`src/rtl/lcd4_pkg.sv`:
```
`default_nettype none

package lcd4_pkg;

  localparam int unsigned CfgIdxW  = 8;
  localparam int unsigned TicksW   = 16;
  localparam int unsigned ByteW    = 8;
  localparam int unsigned NibbleW  = 4;

  localparam logic [CfgIdxW-1:0] RegRsSetup     = 8'd0;
  localparam logic [CfgIdxW-1:0] RegNibbleSetup = 8'd1;
  localparam logic [CfgIdxW-1:0] RegStrobeHigh  = 8'd2;
  localparam logic [CfgIdxW-1:0] RegStrobeLow   = 8'd3;

  localparam logic [TicksW-1:0] RsSetupRst     = 16'd1;
  localparam logic [TicksW-1:0] NibbleSetupRst = 16'd1;
  localparam logic [TicksW-1:0] StrobeHighRst  = 16'd13;
  localparam logic [TicksW-1:0] StrobeLowRst   = 16'd3;

  localparam logic [NibbleW-1:0] NibbleMask = 4'b1111;

  typedef struct packed {
    logic [TicksW-1:0] rs_setup_ticks;
    logic [TicksW-1:0] nibble_setup_ticks;
    logic [TicksW-1:0] strobe_high_ticks;
    logic [TicksW-1:0] strobe_low_ticks;
  } cfg_t;

endpackage

`default_nettype wire

```
`src/rtl/lcd4_if.sv`:
```
`default_nettype none

interface lcd4_cmd_if;
  logic       valid;
  logic       ready;
  logic       op;
  logic [7:0] send_byte;
  logic       is_character;

  modport source (output valid, output op, output send_byte, output is_character,
                  input ready);
  modport sink   (input valid, input op, input send_byte, input is_character,
                  output ready);
endinterface

interface lcd4_res_if;
  logic       valid;
  logic       ready;
  logic       rs_line;
  logic       strobe_line;
  logic [3:0] data_lines;
  logic       busy_res;
  logic       send_rejected;

  modport source (output valid, output rs_line, output strobe_line, output data_lines,
                  output busy_res, output send_rejected, input ready);
  modport sink   (input valid, input rs_line, input strobe_line, input data_lines,
                  input busy_res, input send_rejected, output ready);
endinterface

interface lcd4_cfg_if;
  logic        valid;
  logic        ready;
  logic [7:0]  index;
  logic [15:0] data;

  modport source (output valid, output index, output data, input ready);
  modport sink   (input valid, input index, input data, output ready);
endinterface

`default_nettype wire

```
`src/rtl/lcd4_cfg_regs.sv`:
```
`default_nettype none

module lcd4_cfg_regs (
  input  wire logic    clk_i,
  input  wire logic    rst_ni,
  lcd4_cfg_if.sink     cfg_i,
  output lcd4_pkg::cfg_t cfg_o
);
  import lcd4_pkg::*;

  cfg_t cfg_q;

  assign cfg_i.ready = 1'b1;
  assign cfg_o       = cfg_q;

  always_ff @(posedge clk_i or negedge rst_ni) begin
    if (!rst_ni) begin
      cfg_q.rs_setup_ticks     <= RsSetupRst;
      cfg_q.nibble_setup_ticks <= NibbleSetupRst;
      cfg_q.strobe_high_ticks  <= StrobeHighRst;
      cfg_q.strobe_low_ticks   <= StrobeLowRst;
    end else if (cfg_i.valid) begin
      // drop writes to indexes beyond the register list
      unique case (cfg_i.index)
        RegRsSetup:     cfg_q.rs_setup_ticks     <= cfg_i.data;
        RegNibbleSetup: cfg_q.nibble_setup_ticks <= cfg_i.data;
        RegStrobeHigh:  cfg_q.strobe_high_ticks  <= cfg_i.data;
        RegStrobeLow:   cfg_q.strobe_low_ticks   <= cfg_i.data;
        default: ;
      endcase
    end
  end

endmodule

`default_nettype wire

```
`src/rtl/lcd_four_bit_write_sequencer.sv`:
```
// Channel  | Dir | Payload                                             | Accepted when
// cfg_i    | in  | index[7:0], data[15:0]                              | valid && ready
// cmd_i    | in  | op, send_byte[7:0], is_character                    | valid && ready
// res_o    | out | rs_line, strobe_line, data_lines[3:0], busy_res,   | valid && ready
//          |     | send_rejected                                       |
// The sequencer step runs in a single pass from the state registers into the result
// register, so one item is taken per cycle while the result is not stalled.
// cmd_i.ready is low only while a result is held and res_o.ready is low.
// rst_ni is asynchronous, active low; it clears the sequencer and restores the delay
// registers. cfg_i.ready is always high.
`default_nettype none

module lcd_four_bit_write_sequencer (
  input  wire logic clk_i,
  input  wire logic rst_ni,
  lcd4_cfg_if.sink  cfg_i,
  lcd4_cmd_if.sink  cmd_i,
  lcd4_res_if.source res_o
);
  import lcd4_pkg::*;

  typedef enum logic [2:0] {
    PhIdle,
    PhWait,
    PhRsHigh,
    PhRsLow,
    PhStrobeUp,
    PhStrobeDown,
    PhClearData,
    PhNibble
  } phase_e;

  cfg_t cfg;

  phase_e              phase_q, phase_d;
  phase_e              after_q, after_d;
  logic [TicksW-1:0]   wait_q, wait_d;
  logic [ByteW-1:0]    byte_q, byte_d;
  logic                low_due_q, low_due_d;
  logic                rs_q, rs_d;
  logic                strobe_q, strobe_d;
  logic [NibbleW-1:0]  nibble_q, nibble_d;
  logic                rejected_d;

  logic                out_valid_q;
  logic                out_rs_q;
  logic                out_strobe_q;
  logic [NibbleW-1:0]  out_data_q;
  logic                out_busy_q;
  logic                out_rej_q;
  logic                accept;

  lcd4_cfg_regs u_cfg (
    .clk_i  (clk_i),
    .rst_ni (rst_ni),
    .cfg_i  (cfg_i),
    .cfg_o  (cfg)
  );

  assign cmd_i.ready = !out_valid_q || res_o.ready;
  assign accept      = cmd_i.valid && cmd_i.ready;

  always_comb begin
    phase_d    = phase_q;
    after_d    = after_q;
    wait_d     = wait_q;
    byte_d     = byte_q;
    low_due_d  = low_due_q;
    rs_d       = rs_q;
    strobe_d   = strobe_q;
    nibble_d   = nibble_q;
    rejected_d = 1'b0;
    if (cmd_i.op) begin
      if (phase_q == PhIdle) begin
        byte_d    = cmd_i.send_byte;
        low_due_d = 1'b0;
        phase_d   = cmd_i.is_character ? PhRsHigh : PhRsLow;
      end else begin
        rejected_d = 1'b1;
      end
    end else begin
      unique case (phase_q)
        PhIdle: ;
        PhWait: begin
          // a count of zero or one ends the wait on this tick
          if (wait_q <= TicksW'(1)) begin
            wait_d  = '0;
            phase_d = after_q;
          end else begin
            wait_d = wait_q - TicksW'(1);
          end
        end
        PhRsHigh, PhRsLow: begin
          rs_d    = (phase_q == PhRsHigh);
          wait_d  = cfg.rs_setup_ticks;
          phase_d = PhWait;
          after_d = PhClearData;
        end
        PhClearData: begin
          nibble_d = '0;
          phase_d  = PhNibble;
        end
        PhNibble: begin
          if (low_due_q) begin
            nibble_d  = byte_q[NibbleW-1:0] & NibbleMask;
            low_due_d = 1'b0;
          end else begin
            nibble_d  = byte_q[ByteW-1:NibbleW] & NibbleMask;
            low_due_d = 1'b1;
          end
          wait_d  = cfg.nibble_setup_ticks;
          phase_d = PhWait;
          after_d = PhStrobeUp;
        end
        PhStrobeUp: begin
          strobe_d = 1'b1;
          wait_d   = cfg.strobe_high_ticks;
          phase_d  = PhWait;
          after_d  = PhStrobeDown;
        end
        PhStrobeDown: begin
          strobe_d = 1'b0;
          wait_d   = cfg.strobe_low_ticks;
          phase_d  = PhWait;
          after_d  = low_due_q ? PhClearData : PhIdle;
        end
      endcase
    end
  end

  always_ff @(posedge clk_i or negedge rst_ni) begin
    if (!rst_ni) begin
      phase_q      <= PhIdle;
      after_q      <= PhIdle;
      wait_q       <= '0;
      byte_q       <= '0;
      low_due_q    <= 1'b0;
      rs_q         <= 1'b0;
      strobe_q     <= 1'b0;
      nibble_q     <= '0;
      out_valid_q  <= 1'b0;
      out_rs_q     <= 1'b0;
      out_strobe_q <= 1'b0;
      out_data_q   <= '0;
      out_busy_q   <= 1'b0;
      out_rej_q    <= 1'b0;
    end else begin
      if (accept) begin
        phase_q      <= phase_d;
        after_q      <= after_d;
        wait_q       <= wait_d;
        byte_q       <= byte_d;
        low_due_q    <= low_due_d;
        rs_q         <= rs_d;
        strobe_q     <= strobe_d;
        nibble_q     <= nibble_d;
        out_valid_q  <= 1'b1;
        out_rs_q     <= rs_d;
        out_strobe_q <= strobe_d;
        out_data_q   <= nibble_d;
        out_busy_q   <= (phase_d != PhIdle);
        out_rej_q    <= rejected_d;
      end else if (res_o.ready) begin
        out_valid_q <= 1'b0;
      end
    end
  end

  assign res_o.valid         = out_valid_q;
  assign res_o.rs_line       = out_rs_q;
  assign res_o.strobe_line   = out_strobe_q;
  assign res_o.data_lines    = out_data_q;
  assign res_o.busy_res      = out_busy_q;
  assign res_o.send_rejected = out_rej_q;

endmodule

`default_nettype wire

```
`src/flat_wrapper.sv`:
```
// flat-port wrapper written by rule: the top's interface ports become plain ports
module lcd_four_bit_write_sequencer_flat import lcd4_pkg::*;
  (clk_i, rst_ni, cfg_i_valid, cfg_i_index, cfg_i_data, cfg_i_ready, cmd_i_valid, cmd_i_op, cmd_i_send_byte, cmd_i_is_character, cmd_i_ready, res_o_valid, res_o_rs_line, res_o_strobe_line, res_o_data_lines, res_o_busy_res, res_o_send_rejected, res_o_ready);
  lcd4_cfg_if cfg_i_i ();
  lcd4_cmd_if cmd_i_i ();
  lcd4_res_if res_o_i ();
  input  wire logic clk_i;
  input  wire logic rst_ni;
  input wire logic [$bits(cfg_i_i.valid)-1:0] cfg_i_valid;
  input wire logic [$bits(cfg_i_i.index)-1:0] cfg_i_index;
  input wire logic [$bits(cfg_i_i.data)-1:0] cfg_i_data;
  output wire logic [$bits(cfg_i_i.ready)-1:0] cfg_i_ready;
  input wire logic [$bits(cmd_i_i.valid)-1:0] cmd_i_valid;
  input wire logic [$bits(cmd_i_i.op)-1:0] cmd_i_op;
  input wire logic [$bits(cmd_i_i.send_byte)-1:0] cmd_i_send_byte;
  input wire logic [$bits(cmd_i_i.is_character)-1:0] cmd_i_is_character;
  output wire logic [$bits(cmd_i_i.ready)-1:0] cmd_i_ready;
  output wire logic [$bits(res_o_i.valid)-1:0] res_o_valid;
  output wire logic [$bits(res_o_i.rs_line)-1:0] res_o_rs_line;
  output wire logic [$bits(res_o_i.strobe_line)-1:0] res_o_strobe_line;
  output wire logic [$bits(res_o_i.data_lines)-1:0] res_o_data_lines;
  output wire logic [$bits(res_o_i.busy_res)-1:0] res_o_busy_res;
  output wire logic [$bits(res_o_i.send_rejected)-1:0] res_o_send_rejected;
  input wire logic [$bits(res_o_i.ready)-1:0] res_o_ready;
  assign cfg_i_i.valid = cfg_i_valid;
  assign cfg_i_i.index = cfg_i_index;
  assign cfg_i_i.data = cfg_i_data;
  assign cfg_i_ready = cfg_i_i.ready;
  assign cmd_i_i.valid = cmd_i_valid;
  assign cmd_i_i.op = cmd_i_op;
  assign cmd_i_i.send_byte = cmd_i_send_byte;
  assign cmd_i_i.is_character = cmd_i_is_character;
  assign cmd_i_ready = cmd_i_i.ready;
  assign res_o_valid = res_o_i.valid;
  assign res_o_rs_line = res_o_i.rs_line;
  assign res_o_strobe_line = res_o_i.strobe_line;
  assign res_o_data_lines = res_o_i.data_lines;
  assign res_o_busy_res = res_o_i.busy_res;
  assign res_o_send_rejected = res_o_i.send_rejected;
  assign res_o_i.ready = res_o_ready;
  lcd_four_bit_write_sequencer u_core (.clk_i(clk_i), .rst_ni(rst_ni), .cfg_i(cfg_i_i), .cmd_i(cmd_i_i), .res_o(res_o_i));
endmodule
```
`config.mk`:
```
export PLATFORM = sky130hd
export DESIGN_NAME = lcd_four_bit_write_sequencer_flat
export DESIGN_NICKNAME = d
export VERILOG_FILES = /design/src/rtl/lcd4_pkg.sv /design/src/rtl/lcd4_if.sv /design/src/rtl/lcd4_cfg_regs.sv /design/src/rtl/lcd_four_bit_write_sequencer.sv /design/src/flat_wrapper.sv
export SDC_FILE = /design/constraint.sdc
export NUM_CORES = 1
export LEC_CHECK = 0
export ABC_AREA = 1
export ABC_CLOCK_PERIOD_IN_PS = 3670
export BUFFER_PORTS_ARGS = -buffer_cell sky130_fd_sc_hd__buf_2
export CAP_MARGIN = 20
export CORE_MARGIN = 8
export CORE_UTILIZATION = 60
export CTS_CLUSTER_SIZE = 16
export DETAILED_ROUTE_END_ITERATION = 8
export PLACE_DENSITY = 0.81
export REMOVE_ABC_BUFFERS = 1
export SLEW_MARGIN = 20
export SYNTH_ARGS = -nofsm -noshare
export SYNTH_HDL_FRONTEND = slang
export SYNTH_HIERARCHICAL = 1
export SYNTH_SLANG_ARGS = --single-unit
```
`constraint.sdc`:
```
create_clock -name clk_i -period 3.67 [get_ports clk_i]
set_input_delay 0.5505 -clock clk_i [delete_from_list [all_inputs] [get_ports clk_i]]
set_output_delay 0.5505 -clock clk_i [all_outputs]
set_load 0.005 [all_outputs]
```
# [Word-level counts from Yosys, hierarchy flattened]
# Index checks and enable logic that the tools add are counted.
[totals] word_cells=78 input_bits=39 reg_bits=104
[op_classes] n_bitwise=1 n_mux=24 add_sub_neg=1 reduce_logical=25 n_eq_ne=11 magnitude_cmp=1
[op_table] cell="case mux 16 bit (5 select lines)" count=1
[op_table] cell="AND reduction 3 bit" count=7
[op_table] cell="equality test 8 x 2 -> 1 bit, second input constant" count=2
[op_table] cell="<= comparator 16 x 1 -> 1 bit, second input constant" count=1
[op_table] cell="two-way mux 16 bit" count=1
[op_table] cell="subtractor 16 x 1 -> 16 bit, second input constant" count=1
[op_table] cell="equality test 3 bit, second input constant" count=4
[op_table] cell="two-way mux 1 bit" count=12
[op_table] cell="two-way mux 3 bit" count=4
[op_table] cell="case mux 3 bit (4 select lines)" count=1
[op_table] cell="case mux 3 bit (3 select lines)" count=1
[op_table] cell="equality test 8 x 1 -> 1 bit, second input constant" count=1
[op_table] cell="zero test 8 bit" count=1
[op_table] cell="two-way mux 4 bit" count=2
[op_table] cell="case mux 4 bit (2 select lines)" count=1
[op_table] cell="AND reduction 2 bit" count=4
[op_table] cell="nonzero test 2 bit" count=4
[op_table] cell="equality test 3 x 2 -> 1 bit, second input constant" count=2
[op_table] cell="nonzero test 5 bit" count=1
[op_table] cell="OR reduction 5 bit" count=1
[op_table] cell="nonzero test 4 bit" count=1
[op_table] cell="equality test 3 x 1 -> 1 bit, second input constant" count=1
[op_table] cell="zero test 3 bit" count=1
[op_table] cell="nonzero test 3 bit" count=1
[op_table] cell="other kinds (7)" count=7

# [Logic depth before layout (Yosys ltp)]
[logic_depth] word_depth=5 ltp_mapped=11 mapped_depth_nobuf=11

# [Modules after synthesis]
# The synthesis kept the hierarchy.
[modules_own_cells] module="lcd4_cfg_regs" cells_each=297 area_per_inst_um2=2803.9 instances=1
[modules_own_cells] module="lcd_four_bit_write_sequencer" cells_each=387 area_per_inst_um2=2721.4 instances=1

# [Worst setup path before layout]
# Ideal clock, no wire load.
[synth_path] kind="input port to flip-flop" start="in res_o_ready" end="reg u_core.wait_q[15]" path_slack_ns=2.199 t_arrival_ns=1.351 path_stages=8 path_buffers=1 cell_sequence="inv_1 -> nand2_2 -> nand2_2 -> nor2_4 -> nand3_2 -> buf_4 -> nor2_1 -> a21oi_2"
[synth_via] elab_chain_len=3
[synth_lines] element="start: declaration" line="flat_wrapper.sv:24" source="input wire logic [$bits(res_o_i.ready)-1:0] res_o_ready;"
[synth_lines] element="logical OR 1 bit" line="lcd_four_bit_write_sequencer.sv:60" source="assign cmd_i.ready = !out_valid_q || res_o.ready;"
[synth_lines] element="net cmd_i_ready" line="flat_wrapper.sv:17" source="output wire logic [$bits(cmd_i_i.ready)-1:0] cmd_i_ready;"
[synth_lines] element="logical AND 1 bit" line="lcd_four_bit_write_sequencer.sv:61" source="assign accept = cmd_i.valid && cmd_i.ready;"
[synth_lines] element="AND reduction 3 bit (no line)"
[synth_lines] element="end signal: assignment" line="lcd_four_bit_write_sequencer.sv:151" source="wait_q <= wait_d;"
[synth_lines] element="end: declaration" line="lcd_four_bit_write_sequencer.sv:37" source="logic [TicksW-1:0] wait_q, wait_d;"
# The timed path passes the listed nets, and every way through them passes these cells.
# A chain may end at the register's enable or synchronous reset.

# [Final worst setup path]
[layout_path] start="reg u_core.phase_q[2]" end="reg u_core.wait_q[11]"
[layout_via] elab_chain_len=4 elab_cells_between_ends=10 classes_between="6 x eq/ne; 1 x mux; 3 x reduce/logical"
[layout_lines] element="start: declaration" line="lcd_four_bit_write_sequencer.sv:35" source="phase_e phase_q, phase_d;"
[layout_lines] element="start signal: assignment" line="lcd_four_bit_write_sequencer.sv:133" source="phase_q <= PhIdle;"
[layout_lines] element="start signal: assignment" line="lcd_four_bit_write_sequencer.sv:149" source="phase_q <= phase_d;"
[layout_lines] element="equality test 3 x 2 -> 1 bit" line="lcd_four_bit_write_sequencer.sv:82" source="unique case (phase_q)"
[layout_lines] element="OR reduction 2 bit" line="lcd_four_bit_write_sequencer.sv:82"
[layout_lines] element="nonzero test 5 bit (no line)"
[layout_lines] element="AND reduction 3 bit (no line)"
# Several ways; a longest one is shown, not always the timed one.

==> report_table.html <==
<table>
<tr><th>Metric</th><th>Value</th></tr>
<tr><th colspan="2">Run status</th></tr>
<tr><td>Result of the run</td><td>finished clean</td></tr>
<tr><th colspan="2">STA</th></tr>
<tr><td>Period utilisation layout</td><td>49.60%</td></tr>
<tr><td>RSZ-0062 raised after global routing</td><td>no</td></tr>
<tr><td>Maximum frequency from static timing analysis</td><td>549.3 MHz</td></tr>
<tr><td>Hold violation total from the final report</td><td>0</td></tr>
<tr><td>Number of max-slew violations in the final report</td><td>0</td></tr>
<tr><td>Least-Margin Pin Slew</td><td>0.7784 ns</td></tr>
<tr><td>Endpoints failing setup</td><td>0</td></tr>
<tr><td>Slew headroom</td><td>47.98%</td></tr>
<tr><td>Clock period minus worst slack</td><td>1.820 ns</td></tr>
<tr><td>Final-layout setup total negative slack</td><td>0 ns</td></tr>
<tr><td>Layout Skew</td><td>0.009346 ns</td></tr>
<tr><th colspan="2">Drt</th></tr>
<tr><td>Count of routing violations after the opening detailed-route iteration</td><td>426</td></tr>
<tr><td>Avg Vias per Cell</td><td>5.592</td></tr>
<tr><td>Number of search-and-repair iterations in the first detailed-routing pass</td><td>5</td></tr>
<tr><td>Via count</td><td>4664</td></tr>
<tr><td>Post-route DRC violation count</td><td>0</td></tr>
<tr><td>Detailed Route WL</td><td>12640 microns</td></tr>
<tr><td>Number of nets still failing antenna checks after routing</td><td>0</td></tr>
<tr><td>Wirelength per Cell</td><td>15.16 microns</td></tr>
<tr><th colspan="2">Worst setup path</th></tr>
<tr><td>Crit path DAT</td><td>2.11 ns</td></tr>
<tr><td>Worst setup EP type</td><td>flop</td></tr>
<tr><td>Largest fanout on the critical path</td><td>20</td></tr>
<tr><td>Critical path startpoint category</td><td>flop</td></tr>
<tr><td>Path type of the worst setup path</td><td>flop to flop</td></tr>
<tr><td>Worst endpoint required time</td><td>3.96 ns</td></tr>
<tr><th colspan="2">Clock tree</th></tr>
<tr><td>Total of cells resized after clock tree synthesis</td><td>0</td></tr>
<tr><td>Clock-pin transition on the worst setup and hold timing paths</td><td>0.10 ns</td></tr>
<tr><td>Setup fix buffers added after clock tree synthesis</td><td>0</td></tr>
<tr><td>Sinks on Clock Net</td><td>104</td></tr>
<tr><td>CTS Root Buffer Type</td><td>sky130_fd_sc_hd__clkbuf_8</td></tr>
<tr><td>TritonCTS clock tree</td><td>done</td></tr>
<tr><td>Number of CTS-inserted buffers</td><td>9</td></tr>
<tr><td>CTS Hold Bufs</td><td>0</td></tr>
<tr><td>Maximum level of the CTS H-tree</td><td>3</td></tr>
<tr><td>Number of buffers between clock root and the deepest sink</td><td>2</td></tr>
<tr><td>Skew-Pair Late Insertion Delay</td><td>0.36 ns</td></tr>
<tr><th colspan="2">Synthesis</th></tr>
<tr><td>Synth Register Bits</td><td>104</td></tr>
<tr><td>Library cells used by synthesis</td><td>39</td></tr>
<tr><td>Sequential area share after synthesis</td><td>47.26%</td></tr>
<tr><td>Share of the synthesized area in the top cell type</td><td>43.93%</td></tr>
<tr><td>Synthesized-area fraction occupied by ao, oa, aoi and oai cells</td><td>5.707%</td></tr>
<tr><td>Post-synthesis area per instance</td><td>8.078 sq um</td></tr>
<tr><td>Combinational family with the most area after synthesis</td><td>simple AND/OR/NAND/NOR gates</td></tr>
<tr><td>Syn. warnings</td><td>6</td></tr>
<tr><td>Cells taking the most area after synthesis</td><td>sky130_fd_sc_hd__dfrtp_1, sky130_fd_sc_hd__nand2_1, sky130_fd_sc_hd__nand3_1</td></tr>
<tr><td>Post-synthesis simple-gate area fraction</td><td>37.82%</td></tr>
<tr><td>Library cell with the largest summed area after synthesis</td><td>sky130_fd_sc_hd__dfrtp_1</td></tr>
<tr><td>Portion of netlist area occupied by mux cells</td><td>0.7246%</td></tr>
<tr><td>Adder-cell share of the synthesized area</td><td>0.4529%</td></tr>
<tr><td>Cells after synthesis</td><td>684</td></tr>
<tr><td>Post-synthesis share of cell area spent on xor and xnor gates</td><td>0.6341%</td></tr>
<tr><td>Synthesized cell area</td><td>5525 sq um</td></tr>
<tr><th colspan="2">GRT</th></tr>
<tr><td>Vias in the first global route</td><td>4637</td></tr>
<tr><td>Maximum number of pins on one net before global-route repair</td><td>62</td></tr>
<tr><td>Total Routing Usage GR</td><td>21.46%</td></tr>
<tr><td>Initial antenna violation count</td><td>0</td></tr>
<tr><td>Global-route wire length before repair</td><td>22020 microns</td></tr>
<tr><td>Remaining global-route overflow</td><td>0</td></tr>
<tr><th colspan="2">Floorplanning</th></tr>
<tr><td>FP Rows</td><td>35</td></tr>
<tr><td>Standard cell core area</td><td>9109 sq um</td></tr>
<tr><td>Number of primary I/O pins</td><td>50</td></tr>
<tr><td>Area of the die</td><td>12540 sq um</td></tr>
<tr><td>Initial core utilization</td><td>60.66%</td></tr>
<tr><td>Chip Height</td><td>112.0 microns</td></tr>
<tr><td>Chip Width</td><td>112.0 microns</td></tr>
<tr><th colspan="2">Placement</th></tr>
<tr><td>Post-detailed-placement half-perimeter wirelength</td><td>8523 microns</td></tr>
<tr><td>Final Wtd Congestion</td><td>0.8860</td></tr>
<tr><td>Count of input and output buffers</td><td>48</td></tr>
<tr><th colspan="2">Layout</th></tr>
<tr><td>Area growth from synthesis to layout</td><td>6.409%</td></tr>
<tr><td>N_diodes</td><td>0</td></tr>
<tr><td>Utilization after layout</td><td>64.55%</td></tr>
<tr><td>Fraction of layout cells with a size suffix above 1</td><td>20.06%</td></tr>
<tr><td>Final-stage net count</td><td>759</td></tr>
<tr><th colspan="2">Flow run</th></tr>
<tr><td>Max capacitance violation total</td><td>0</td></tr>
<tr><th colspan="2">Power</th></tr>
<tr><td>Power per Cell Area</td><td>465.1 nW/um^2</td></tr>
<tr><td>Pleak</td><td>3.006 nW</td></tr>
<tr><td>Max IR drop VDD</td><td>0.2202 mV</td></tr>
<tr><th colspan="2">Min path</th></tr>
<tr><td>Worst hold-check path type</td><td>primary input to asynchronous set/reset pin</td></tr>
</table>
==> routing by layer <==
layer  share of wire [%]  routed length [microns]  GRT usage (%)  vias to the layer above
li1                    -                        -              -                     2262
met1                  43                     5439          27.52                     2211
met2                  48                     6096          35.42                      178
met3                 7.6                      966          4.708                       13
met4                 1.1                      141          6.835                        0
met5                   0                        0              0                        -
==> final cells by class <==
class                      instances  area [sq um]
tap                              111         138.9
fill                             780          3229
clock buffer                      11         131.4
clock inverter                     5         56.30
inverter                          42         167.7
sequential                       104          2611
timing repair buffer              51         265.3
multi-input combinational        510          2509
==> cell usage in the layout, fill, tap and decap left out, types with 6 or more instances in the layout <==
| cell type | n |
|---|---|
| sky130_fd_sc_hd__nand2_2 | 19 |
| sky130_fd_sc_hd__nor2_1 | 51 |
| sky130_fd_sc_hd__o21ai_0 | 18 |
| sky130_fd_sc_hd__nand3_2 | 8 |
| sky130_fd_sc_hd__dfrtp_1 | 97 |
| sky130_fd_sc_hd__nor2_4 | 10 |
| sky130_fd_sc_hd__dfstp_2 | 7 |
| sky130_fd_sc_hd__nand3_1 | 84 |
| sky130_fd_sc_hd__nand4_1 | 11 |
| sky130_fd_sc_hd__clkbuf_8 | 9 |
| sky130_fd_sc_hd__nand2_1 | 246 |
| sky130_fd_sc_hd__nor2_2 | 7 |
| sky130_fd_sc_hd__buf_2 | 47 |
| sky130_fd_sc_hd__a31oi_1 | 6 |
| sky130_fd_sc_hd__inv_1 | 27 |
| sky130_fd_sc_hd__inv_2 | 10 |
| sky130_fd_sc_hd__a21oi_1 | 14 |
==> final timing paths <==
path / slack [ns] / depth (start not counted) / end / startpoint
setup / recovery: 1.85 / 7 / u_core/wait_q[11]$_DFFE_PN0P_ / u_core/phase_q[2]$_DFFE_PN0P_
hold / removal: 0.26 / 1 / u_core/u_cfg/cfg_o[21]$_DFFE_PN0P_ / rst_ni
setup reg to reg: 1.85 / 7 / u_core/wait_q[11]$_DFFE_PN0P_ / u_core/phase_q[2]$_DFFE_PN0P_
hold reg to reg: 0.47 / 2 / u_core/u_cfg/cfg_o[16]$_DFFE_PN1P_ / u_core/u_cfg/cfg_o[16]$_DFFE_PN1P_
max in group asynchronous: 2.56 / 2 / u_core/u_cfg/cfg_o[58]$_DFFE_PN0P_ / rst_ni
min in group clk_i: 0.37 / 3 / u_core/byte_q[2]$_DFFE_PN0P_ / cmd_i_send_byte[2]
==> power by group <==
| group | switching (mW) | total [mW] | internal [mW] |
|---|---|---|---|
| logic | 0.385 | 0.607 | 0.223 |
| registers | 0.131 | 1.43 | 1.30 |
| clock network | 0.377 | 0.694 | 0.316 |
| total | 0.893 | 2.73 | 1.84 |
==> state kept, by name, summed over array words and instances, names as in the netlist <==
signal	count
u_core/byte_q	8
u_core/res_o.rs_line	1
u_core/low_due_q	1
u_core/res_o.valid	1
u_core/res_o.data_lines	4
u_core/res_o.strobe_line	1
u_core/res_o.busy_res	1
u_core/u_cfg/cfg_o	64
u_core/res_o.send_rejected	1
u_core/after_q	3
u_core/wait_q	16
u_core/phase_q	3
==> synth_stat cells <==
cell type and count:
sky130_fd_sc_hd__nor2_1 51, sky130_fd_sc_hd__buf_4 7, sky130_fd_sc_hd__dfstp_2 7, sky130_fd_sc_hd__o21ai_0 18, sky130_fd_sc_hd__nor2_2 7, sky130_fd_sc_hd__a21oi_1 14, sky130_fd_sc_hd__ha_1 2, sky130_fd_sc_hd__nand2_2 19
sky130_fd_sc_hd__a22oi_1 4, sky130_fd_sc_hd__xor2_1 3, sky130_fd_sc_hd__a211oi_1 1, sky130_fd_sc_hd__buf_6 13, sky130_fd_sc_hd__nor2_8 1, sky130_fd_sc_hd__xnor2_1 1, sky130_fd_sc_hd__inv_6 1, sky130_fd_sc_hd__buf_2 7
sky130_fd_sc_hd__inv_4 1, sky130_fd_sc_hd__clkbuf_1 1, sky130_fd_sc_hd__nor2_4 10, sky130_fd_sc_hd__inv_2 10, sky130_fd_sc_hd__conb_1 1, sky130_fd_sc_hd__nand4_1 11, sky130_fd_sc_hd__a31oi_1 6, sky130_fd_sc_hd__clkinv_1 1
sky130_fd_sc_hd__dfrtp_1 97, sky130_fd_sc_hd__mux2i_1 4, sky130_fd_sc_hd__a21oi_2 3, sky130_fd_sc_hd__a22oi_2 2, sky130_fd_sc_hd__inv_1 27, sky130_fd_sc_hd__nand3_4 4, sky130_fd_sc_hd__o21ai_1 4, sky130_fd_sc_hd__nand2_4 2
sky130_fd_sc_hd__clkinv_2 2, sky130_fd_sc_hd__nand3_1 84, sky130_fd_sc_hd__or2_2 2, sky130_fd_sc_hd__nor3_1 1, sky130_fd_sc_hd__a31o_2 1, sky130_fd_sc_hd__nand2_1 246, sky130_fd_sc_hd__nand3_2 8
==> critical path, stage by stage (launching register included) <==
cell and delay (ns):
sky130_fd_sc_hd__dfrtp_1 0.54, sky130_fd_sc_hd__nand2_2 0.18, sky130_fd_sc_hd__clkinv_2 0.08, sky130_fd_sc_hd__nand2_2 0.09, sky130_fd_sc_hd__nand3_2 0.24, sky130_fd_sc_hd__inv_2 0.35
sky130_fd_sc_hd__nor2_1 0.11, sky130_fd_sc_hd__a21oi_1 0.13
==> stage by stage <==
stage | hold WS [ns] | cells | cell area (sq um) | power [mW] | setup WS [ns]
after global placement | 0.4502 | 818 | 5692 | 2.026 | 1.808
after CTS | 0.2825 | 834 | 5879 | 2.746 | 1.855
final | 0.2581 | 834 | 5879 | 2.735 | 1.850
after floorplan | 0.2549 | 656 | 5288 | 1.861 | 2.061
after detailed placement | 0.4541 | 818 | 5692 | 2.058 | 1.741
after global routing | 0.3223 | 834 | 5879 | 2.908 | 1.675
==> cells by family after synthesis <==
| group | count (synthesis) |
|---|---|
| muxes | 4 |
| xor gates and xnor gates | 4 |
| adders and majority gates | 2 |
| DFF | 104 |
| buffers and inverters | 70 |
| and+or+nand+nor | 446 |
| AOI/OAI and AO/OA | 53 |
| other | 1 |
Power figures use the tool's default switching activity.
